**src/rtl/etp_pkg.sv**
```systemverilog
// ----------------------------------------------------------------------------
// etp_pkg
// Shared types, codes and constants of the encoder target positioner.
// ----------------------------------------------------------------------------
package etp_pkg;

  // Pulse counter width (8..32); position shows the low 16 bits.
  localparam int COUNT_WIDTH = 16;
  localparam int CMP_W       = (COUNT_WIDTH > 16) ? COUNT_WIDTH : 16;

  localparam logic [COUNT_WIDTH-1:0] IDLE_GOAL = COUNT_WIDTH'(-26715);
  localparam logic [7:0]             FULL_DUTY = 8'd255;

  // Absolute move scaling: round(mm * stroke_pulses / 150), ties away from zero.
  // Done as floor(((|p| + 75) >> 1) / 75) with a reciprocal and one fixup.
  localparam int STROKE_MM   = 150;
  localparam int HALF_STROKE = STROKE_MM / 2;
  localparam int HALF_DIV    = STROKE_MM / 2;
  localparam int RECIP_SHIFT = 36;
  localparam logic [29:0] RECIP = 30'((64'd1 << RECIP_SHIFT) / HALF_DIV);
  localparam int MAG_W  = 30;             // |mm * stroke_pulses| + 75 < 2^30
  localparam int HALF_W = MAG_W - 1;
  localparam int QUO_W  = 23;             // quotient < 2^23
  localparam int PROD_W = HALF_W + 30;

  // Register indexes of the configuration port.
  localparam logic REG_STROKE_PULSES = 1'b0;
  localparam logic REG_PULSE_LIMIT   = 1'b1;

  localparam logic [14:0] STROKE_PULSES_RST = 15'd1000;
  localparam logic signed [15:0] PULSE_LIMIT_RST = 16'sd32767;

  // Mode codes of the command transaction.
  localparam logic [2:0] MODE_PULSE = 3'd0;
  localparam logic [2:0] MODE_REL   = 3'd1;
  localparam logic [2:0] MODE_ABS   = 3'd2;
  localparam logic [2:0] MODE_HOME  = 3'd3;
  localparam logic [2:0] MODE_TICK  = 3'd4;
  localparam logic [2:0] MODE_CLEAR = 3'd5;

  // Work queue depth.
  localparam int QUEUE_DEPTH = 2;
  localparam int QPTR_W = (QUEUE_DEPTH > 1) ? $clog2(QUEUE_DEPTH) : 1;
  localparam int QCNT_W = $clog2(QUEUE_DEPTH + 1);

  typedef enum logic [2:0] {
    OP_PULSE,
    OP_REL,
    OP_ABS,
    OP_HOME,
    OP_TICK,
    OP_CLEAR,
    OP_NONE
  } op_t;

  typedef struct packed {
    logic [2:0]         mode;
    logic               pulse_reverse;
    logic signed [15:0] displacement;
    logic signed [15:0] target_mm;
    logic [7:0]         speed;
    logic               home_forward;
  } cmd_t;

  typedef struct packed {
    logic signed [15:0] position;
    logic               move_done;
    logic               drive_forward;
    logic [7:0]         duty;
    logic               homing_active;
  } status_t;

  // Classified work item handed from front to back.
  typedef struct packed {
    op_t                      op;
    logic                     pulse_reverse;
    logic signed [15:0]       displacement;
    logic [7:0]               speed;
    logic                     home_forward;
    logic [COUNT_WIDTH-1:0]   abs_goal;
  } work_t;

endpackage

```
**src/rtl/etp_front.sv**
```systemverilog
// ----------------------------------------------------------------------------
// etp_front
// Accepts commands, decodes the mode and scales absolute targets to pulses.
// ----------------------------------------------------------------------------
module etp_front (
  input  logic                  clk,
  input  logic                  rst,
  input  logic                  cmd_valid,
  output logic                  cmd_stall,
  input  etp_pkg::cmd_t         cmd,
  input  logic [14:0]           stroke_pulses,
  output etp_pkg::work_t        work,
  output logic                  work_push,
  input  logic                  work_full
);
  import etp_pkg::*;

  // stage 1: decode, mm * stroke_pulses
  logic               v1;
  work_t              w1;
  logic               neg1;
  logic [MAG_W-1:0]   mag1;
  // stage 2: reciprocal product
  logic               v2;
  work_t              w2;
  logic               neg2;
  logic [HALF_W-1:0]  half2;
  logic [PROD_W-1:0]  prod2;
  // stage 3: finished work item
  logic               v3;
  work_t              w3;

  logic               advance;
  op_t                op_dec;
  logic signed [31:0] prod_mm;
  logic [MAG_W-1:0]   mag_mm;
  logic [HALF_W-1:0]  half_mm;
  logic [QUO_W-1:0]   quo_est;
  logic [HALF_W-1:0]  rem_est;
  logic [QUO_W-1:0]   quo;
  logic signed [QUO_W:0] quo_s;
  work_t              w1_in;
  work_t              w3_in;

  assign advance   = !(v3 && work_full);
  assign cmd_stall = !advance;
  assign work_push = v3 && !work_full;
  assign work      = w3;

  always_comb begin
    unique case (cmd.mode)
      MODE_PULSE: op_dec = OP_PULSE;
      MODE_REL:   op_dec = OP_REL;
      MODE_ABS:   op_dec = OP_ABS;
      MODE_HOME:  op_dec = OP_HOME;
      MODE_TICK:  op_dec = OP_TICK;
      MODE_CLEAR: op_dec = OP_CLEAR;
      default:    op_dec = OP_NONE;
    endcase
  end

  assign prod_mm = $signed(cmd.target_mm) * $signed({1'b0, stroke_pulses});
  assign mag_mm  = prod_mm[31] ? MAG_W'(-prod_mm) : MAG_W'(prod_mm);

  always_comb begin
    w1_in               = '0;
    w1_in.op            = op_dec;
    w1_in.pulse_reverse = cmd.pulse_reverse;
    w1_in.displacement  = cmd.displacement;
    w1_in.speed         = cmd.speed;
    w1_in.home_forward  = cmd.home_forward;
  end

  // floor(half / 75): estimate is exact or one low
  assign half_mm = HALF_W'((mag1 + MAG_W'(HALF_STROKE)) >> 1);
  assign quo_est = prod2[PROD_W-1 -: QUO_W];
  assign rem_est = half2 - HALF_W'(quo_est) * HALF_W'(HALF_DIV);
  assign quo     = (rem_est >= HALF_W'(HALF_DIV)) ? quo_est + 1'b1 : quo_est;
  assign quo_s   = neg2 ? -$signed({1'b0, quo}) : $signed({1'b0, quo});

  always_comb begin
    w3_in          = w2;
    w3_in.abs_goal = COUNT_WIDTH'(quo_s);
  end

  always_ff @(posedge clk) begin
    if (rst) begin
      v1 <= 1'b0;
      v2 <= 1'b0;
      v3 <= 1'b0;
    end else if (advance) begin
      v1 <= cmd_valid;
      v2 <= v1;
      v3 <= v2;
    end
  end

  always_ff @(posedge clk) begin
    if (advance) begin
      w1    <= w1_in;
      neg1  <= prod_mm[31];
      mag1  <= mag_mm;
      w2    <= w1;
      neg2  <= neg1;
      half2 <= half_mm;
      prod2 <= PROD_W'(half_mm) * PROD_W'(RECIP);
      w3    <= w3_in;
    end
  end

endmodule

```
**src/rtl/etp_queue.sv**
```systemverilog
// ----------------------------------------------------------------------------
// etp_queue
// Short work queue between the front and back parts.
// ----------------------------------------------------------------------------
module etp_queue (
  input  logic            clk,
  input  logic            rst,
  input  logic            push,
  output logic            full,
  input  etp_pkg::work_t  wr_data,
  input  logic            pop,
  output logic            ready_n,
  output etp_pkg::work_t  rd_data
);
  import etp_pkg::*;

  work_t             mem [QUEUE_DEPTH];
  logic [QPTR_W-1:0] wr_ptr;
  logic [QPTR_W-1:0] rd_ptr;
  logic [QCNT_W-1:0] fill;

  // ready_n: queue empty
  assign full    = (fill == QCNT_W'(QUEUE_DEPTH));
  assign ready_n = (fill == '0);
  assign rd_data = mem[rd_ptr];

  always_ff @(posedge clk) begin
    if (push) begin
      mem[wr_ptr] <= wr_data;
    end
  end

  always_ff @(posedge clk) begin
    if (rst) begin
      wr_ptr <= '0;
      rd_ptr <= '0;
      fill   <= '0;
    end else begin
      if (push) begin
        wr_ptr <= (wr_ptr == QPTR_W'(QUEUE_DEPTH - 1)) ? '0 : wr_ptr + 1'b1;
      end
      if (pop) begin
        rd_ptr <= (rd_ptr == QPTR_W'(QUEUE_DEPTH - 1)) ? '0 : rd_ptr + 1'b1;
      end
      unique case ({push, pop})
        2'b10:   fill <= fill + 1'b1;
        2'b01:   fill <= fill - 1'b1;
        default: fill <= fill;
      endcase
    end
  end

endmodule

```
**src/rtl/etp_back.sv**
```systemverilog
// ----------------------------------------------------------------------------
// etp_back
// Executes work items against the positioner state; registered status out.
// ----------------------------------------------------------------------------
module etp_back (
  input  logic               clk,
  input  logic               rst,
  input  logic               work_empty,
  input  etp_pkg::work_t     work,
  output logic               work_pop,
  input  logic signed [15:0] pulse_limit,
  output logic               status_valid,
  input  logic               status_stall,
  output etp_pkg::status_t   status
);
  import etp_pkg::*;

  logic [COUNT_WIDTH-1:0] pulse_count, pulse_count_next;
  logic [COUNT_WIDTH-1:0] goal_count, goal_count_next;
  logic                   finished, finished_next;
  logic                   dir_forward, dir_forward_next;
  logic [7:0]             duty_level, duty_level_next;
  logic                   home_run, home_run_next;

  logic [COUNT_WIDTH-1:0]   stepped;
  logic signed [CMP_W-1:0]  stepped_ext;
  logic signed [CMP_W-1:0]  limit_ext;
  logic signed [COUNT_WIDTH:0] abs_diff;
  logic                     stop_hit;

  assign work_pop = !work_empty && (!status_valid || !status_stall);

  assign stepped     = work.pulse_reverse ? pulse_count - 1'b1 : pulse_count + 1'b1;
  assign stepped_ext = CMP_W'($signed(stepped));
  assign limit_ext   = CMP_W'(pulse_limit);
  assign stop_hit    = (stepped == goal_count) || (stepped_ext > limit_ext);
  assign abs_diff    = $signed({work.abs_goal[COUNT_WIDTH-1], work.abs_goal})
                     - $signed({pulse_count[COUNT_WIDTH-1], pulse_count});

  always_comb begin
    pulse_count_next = pulse_count;
    goal_count_next  = goal_count;
    finished_next    = finished;
    dir_forward_next = dir_forward;
    duty_level_next  = duty_level;
    home_run_next    = home_run;
    unique case (work.op)
      OP_PULSE: begin
        pulse_count_next = stepped;
        if (stop_hit) begin
          dir_forward_next = 1'b1;
          duty_level_next  = '0;
          finished_next    = 1'b1;
          goal_count_next  = IDLE_GOAL;
        end
      end
      OP_REL: begin
        goal_count_next  = pulse_count + COUNT_WIDTH'(work.displacement);
        finished_next    = 1'b0;
        dir_forward_next = !work.displacement[15] || (work.speed == '0);
        duty_level_next  = work.speed;
      end
      OP_ABS: begin
        goal_count_next  = work.abs_goal;
        finished_next    = 1'b0;
        dir_forward_next = !abs_diff[COUNT_WIDTH] || (work.speed == '0);
        duty_level_next  = work.speed;
      end
      OP_HOME: begin
        finished_next    = 1'b0;
        dir_forward_next = work.home_forward;
        duty_level_next  = FULL_DUTY;
        pulse_count_next = '1;
        home_run_next    = 1'b1;
      end
      OP_TICK: begin
        if (home_run) begin
          pulse_count_next = '0;
          if (pulse_count == '0) begin
            dir_forward_next = 1'b1;
            duty_level_next  = '0;
            finished_next    = 1'b1;
            home_run_next    = 1'b0;
          end
        end
      end
      OP_CLEAR: pulse_count_next = '0;
      default: ;
    endcase
  end

  always_ff @(posedge clk) begin
    if (rst) begin
      pulse_count  <= '0;
      goal_count   <= IDLE_GOAL;
      finished     <= 1'b0;
      dir_forward  <= 1'b0;
      duty_level   <= '0;
      home_run     <= 1'b0;
      status_valid <= 1'b0;
    end else begin
      if (work_pop) begin
        pulse_count <= pulse_count_next;
        goal_count  <= goal_count_next;
        finished    <= finished_next;
        dir_forward <= dir_forward_next;
        duty_level  <= duty_level_next;
        home_run    <= home_run_next;
      end
      if (work_pop) begin
        status_valid <= 1'b1;
      end else if (!status_stall) begin
        status_valid <= 1'b0;
      end
    end
  end

  always_ff @(posedge clk) begin
    if (work_pop) begin
      status.position      <= $signed(16'(pulse_count_next));
      status.move_done     <= finished_next;
      status.drive_forward <= dir_forward_next;
      status.duty          <= duty_level_next;
      status.homing_active <= home_run_next;
    end
  end

endmodule

```
**src/rtl/encoder_target_positioner.sv**
```systemverilog
// ----------------------------------------------------------------------------
// encoder_target_positioner
// Actuator positioner: encoder pulse count, move targets, homing, drive.
// ----------------------------------------------------------------------------
// Usage:
//   cmd channel (cmd_valid / cmd_stall / cmd): one transaction per encoder
//   pulse, move command, homing start, homing tick or count clear.
//   status channel (status_valid / status_stall / status): exactly one
//   transaction per command, carrying the count and drive state after it.
//   cfg channel (cfg_valid / cfg_ready / cfg_index / cfg_data): writes
//   stroke_pulses (index 0, low 15 bits) or pulse_limit (index 1); cfg_ready
//   is always high. Write only while no command is in flight.
// Timing:
//   A command passes through three front stages (decode and mm *
//   stroke_pulses, reciprocal divide by 150, fixup), one queue write, and
//   the back stage that updates the state and registers the status. One
//   command per cycle sustained while status_stall stays low.
// Stall:
//   A stalled status holds; the two-entry work queue keeps absorbing, then
//   the front pipeline freezes and cmd_stall rises.
// Reset (rst, synchronous): count 0, goal at the idle mark, motor reverse at
//   duty 0, not done, not homing; stroke_pulses 1000, pulse_limit 32767.
// ----------------------------------------------------------------------------
module encoder_target_positioner (
  input  logic               clk,
  input  logic               rst,
  input  logic               cmd_valid,
  output logic               cmd_stall,
  input  etp_pkg::cmd_t      cmd,
  output logic               status_valid,
  input  logic               status_stall,
  output etp_pkg::status_t   status,
  input  logic               cfg_valid,
  output logic               cfg_ready,
  input  logic               cfg_index,
  input  logic [15:0]        cfg_data
);
  import etp_pkg::*;

  // configuration registers
  logic [14:0]        stroke_pulses;
  logic signed [15:0] pulse_limit;

  work_t front_work;
  work_t queue_work;
  logic  work_push;
  logic  queue_full;
  logic  queue_empty;
  logic  work_pop;

  assign cfg_ready = 1'b1;

  always_ff @(posedge clk) begin
    if (rst) begin
      stroke_pulses <= STROKE_PULSES_RST;
      pulse_limit   <= PULSE_LIMIT_RST;
    end else if (cfg_valid && cfg_ready) begin
      unique case (cfg_index)
        REG_STROKE_PULSES: stroke_pulses <= cfg_data[14:0];
        REG_PULSE_LIMIT:   pulse_limit   <= $signed(cfg_data);
        default: ;
      endcase
    end
  end

  // front: accept, classify, scale absolute targets
  etp_front u_front (
    .clk           (clk),
    .rst           (rst),
    .cmd_valid     (cmd_valid),
    .cmd_stall     (cmd_stall),
    .cmd           (cmd),
    .stroke_pulses (stroke_pulses),
    .work          (front_work),
    .work_push     (work_push),
    .work_full     (queue_full)
  );

  etp_queue u_queue (
    .clk     (clk),
    .rst     (rst),
    .push    (work_push),
    .full    (queue_full),
    .wr_data (front_work),
    .pop     (work_pop),
    .ready_n (queue_empty),
    .rd_data (queue_work)
  );

  // back: state update and status register
  etp_back u_back (
    .clk          (clk),
    .rst          (rst),
    .work_empty   (queue_empty),
    .work         (queue_work),
    .work_pop     (work_pop),
    .pulse_limit  (pulse_limit),
    .status_valid (status_valid),
    .status_stall (status_stall),
    .status       (status)
  );

endmodule
```
**config.mk**
```make
export PLATFORM = sky130hd
export DESIGN_NAME = encoder_target_positioner
export DESIGN_NICKNAME = d
export VERILOG_FILES = /design/src/rtl/etp_pkg.sv /design/src/rtl/etp_front.sv /design/src/rtl/etp_queue.sv /design/src/rtl/etp_back.sv /design/src/rtl/encoder_target_positioner.sv
export SDC_FILE = /design/constraint.sdc
export NUM_CORES = 2
export LEC_CHECK = 0
export BUFFER_PORTS_ARGS = -buffer_cell sky130_fd_sc_hd__buf_2
export CORE_ASPECT_RATIO = 0.8
export CORE_MARGIN = 3
export CORE_UTILIZATION = 44
export DETAILED_ROUTE_END_ITERATION = 16
export MAX_ROUTING_LAYER = met4
export SLEW_MARGIN = 20
export SYNTH_ARGS = -nofsm -noshare
export SYNTH_HDL_FRONTEND = slang
export SYNTH_SLANG_ARGS = --single-unit
```
**constraint.sdc**
```tcl
create_clock -name clk -period 16.2 [get_ports clk]
set_input_delay 1.62 -clock clk [delete_from_list [all_inputs] [get_ports clk]]
set_output_delay 1.62 -clock clk [all_outputs]
set_load 0.01 [all_outputs]
```
==> metrics.md <==
| Metric | Value |
|---|---|
| Endpoints failing hold | 0 |
| CTS H-Tree Depth | 2 |
| Slew Limit Fails | 0 |
| Dpl hpwl | roughly 94 mm |
| DR vias | approximately 30000 |
| CP delay by family, top | adder cells |
| Antenna viol nets, final | 0 |
| Global Route Usage Sum | 0.225 |
| Fin crit period | about 11000 ps |
| Vias per cell | 5.29 |
| FFs w/ async S/R, synth | 0 |
| Hold Buf Count CTS | 0 |
| Worst-path fanout max | 8 |
| Die height | 291 um |
| First-pass GRT wire length | around 180 mm |
| Max Buffers Root-to-Sink | 3 |
| Layout area overhead | 7.80% |
| Number of CTS-inserted buffers | 42 |
| Slowest CP cell | o31ai_1 |
| # port buffers | 95 |
| Slowest stage delay, CP | approximately 850 ps |
| DRC | 0 |
| Root buf cell | clkbuf_16 |
| Outcome | complete, no violations |
| Bufs and invs on worst path | 5 |
| Distinct cells, synth | 93 |
| Setup violators final | 0 |
| Commonest non-fill, non-tap cell in the layout | inv_1 |
| CTS Sinks | 387 |
| Initial DRC Count | roughly 2200 |
| Slew margin rel. | 0.292 |
| WS Path Type | register to register |
| Clk_lat worst skew | 600 ps |
| Most frequent cells in the layout | 952 x inv_1, 592 x fa_1, 569 x ha_1 |
| Setup TNS | 0 ps |
| Core Box Area | around 100000 sq um |
| Initial core utilization | 0.448 |
| Main synth FF type | edfxtp_1 |
| Top cell by count, worst path | fa_1 |
| Post-synthesis sequential area ratio | 0.242 |
| Cell area after synthesis | around 45000 sq um |
| RSZ-0062 raised after global routing | no |
| Data required time of the worst path | around 17000 ps |
| CTS tree | yes |
| Die area | about 110000 sq um |
| Maxcap violations | 0 |
| DR pass1 iterations | 5 |
| Row cnt | a little over 100 |
| Syn Nets | between 5000 and 6000 |
| Chip width | 362 um |
| HP Class | register to register |
| Routed wire per std cell | between 15 and 20 um |
| Clk slew on worst S/H paths | approximately 60 ps |
| Worst-margin pin slew | approximately 1100 ps |
| Boundary Pins | 97 |
| Post-Synthesis Cells | approximately 4300 |
| Total Nets Final | 5644 |
| WP data arrival | about 12000 ps |
| Largest net degree at the start of global routing | 80 |
| FF+latch count, synth | roughly 390 |
| Global placement routability congestion | ~0.95 |
| Clock skew | between 30 and 40 ps |
| Grt ovf | 0 |
| Yosys warning total | 0 |
| Period utilisation layout | 0.696 |
| Post-Syn Area per Cell | between 10 and 15 sq um |
| Vias in the first global route | around 31000 |
| CTS resizes | 0 |
| Worst Setup Start Kind | register |
| Antenna violations before repair | 3 |
| Layout cell share with drive strength beyond 1 | 0.0645 |
| Crit. End Element | register |
| Fmax | 0.0887 GHz |
| Setup Buffers After CTS | 0 |
| Final WL | between 100 and 150 mm |
| Number of synthesized flops with an enable pin | just over 300 |
==> path summary, 6_finish.rpt <==
check	startpoint	to	cells after the start	slack, ps
hold reg to reg	u_front.w2[32]	u_front.work[32]	0	390
hold / removal	u_front.w2[32]	u_front.work[32]	0	390
setup reg to reg	u_front.mag1[0]	u_front.prod2[56]	34	4920
setup / recovery	u_front.mag1[0]	u_front.prod2[56]	34	4920
==> cells in the mapped netlist, types with 13 or more instances <==
cell type	instances	area (sq um)
o21ai_0	89	445
or3_1	13	81.3
a21oi_1	153	766
mux2i_1	21	210
xor2_1	61	534
a221o_1	15	150
a21o_1	52	390
nand4_1	33	206
nand2b_1	22	138
clkbuf_1	91	342
inv_1	952	3570
xnor2_1	141	1230
and2_1	131	820
edfxtp_1	304	9130
o21a_1	31	233
nor3_1	60	300
o211ai_1	21	158
ha_1	569	7120
o21bai_1	13	97.6
a31oi_1	22	138
fa_1	592	11900
nor4_1	19	119
dfxtp_1	83	1660
nand3_1	76	380
nor2b_1	21	131
nor2_1	145	544
nand2_1	298	1120
a21boi_0	13	97.6
o31ai_1	16	120
mux2_2	44	495
a211oi_1	32	240
and3_1	18	113
==> area by class of cell <==
class | count | area, sq um
inverter | 956 | 3590
tap | 1312 | 1640
antenna | 1 | 2.50
clock buffer | 52 | 1150
multi-input combinational | 2898 | 29900
sequential | 387 | 10800
fill | 9231 | 51500
timing repair buffer | 131 | 746
clock inverter | 26 | 284
==> stage by stage <==
| stage | hold slack, ps | std cells | instance area [sq um] | setup slack [ps] | util |
|---|---|---|---|---|---|
| global route | 396 | 5762 | 48100 | 4130 | 0.483 |
| global placement | 403 | 5684 | 46700 | 5250 | 0.468 |
| CTS | 377 | 5762 | 48100 | 4970 | 0.483 |
| floorplan | 400 | 4343 | 44600 | 6800 | - |
| finish | 392 | 5763 | 48100 | 4920 | 0.483 |
| detailed placement | 405 | 5684 | 46700 | 4970 | 0.468 |
==> flip-flops by register name (all words and copies together), names as in the netlist, 2 cells and up, named ones only <==
name	count
u_front.w1	29
u_back.duty_level	8
pulse_limit	16
u_front.w2	29
u_front.half2	26
u_back.pulse_count	16
u_queue.fill	2
stroke_pulses	15
u_back.goal_count	16
u_front.prod2	26
u_queue.mem	90
u_front.work	45
u_front.mag1	30
u_back.status	27
==> cells by family after synthesis <==
family / count (synthesis) / synth area share
AO/OA/AOI/OAI: 573 / 0.0868
XOR/XNOR: 208 / 0.0427
adder cells (fa/ha/maj): 1161 / 0.425
buffers and inverters: 1058 / 0.0894
flip-flops: 387 / 0.242
multiplexers: 65 / 0.0158
other: 1 / 0.0000840
AND/OR/NAND/NOR: 890 / 0.0982
==> metal layers <==
metal | vias to the layer above | global-route usage | routed length [um]
met4 | 0 | 0.0299 | 1380
met2 | 806 | 0.315 | 47700
met5 | - | - | 0
li1 | 14400 | - | -
met3 | 96 | 0.0418 | 8620
met1 | 15200 | 0.345 | 55800
Power is not shown: default switching activity piles up to over one toggle a cycle in this logic, so the estimate is an artifact.
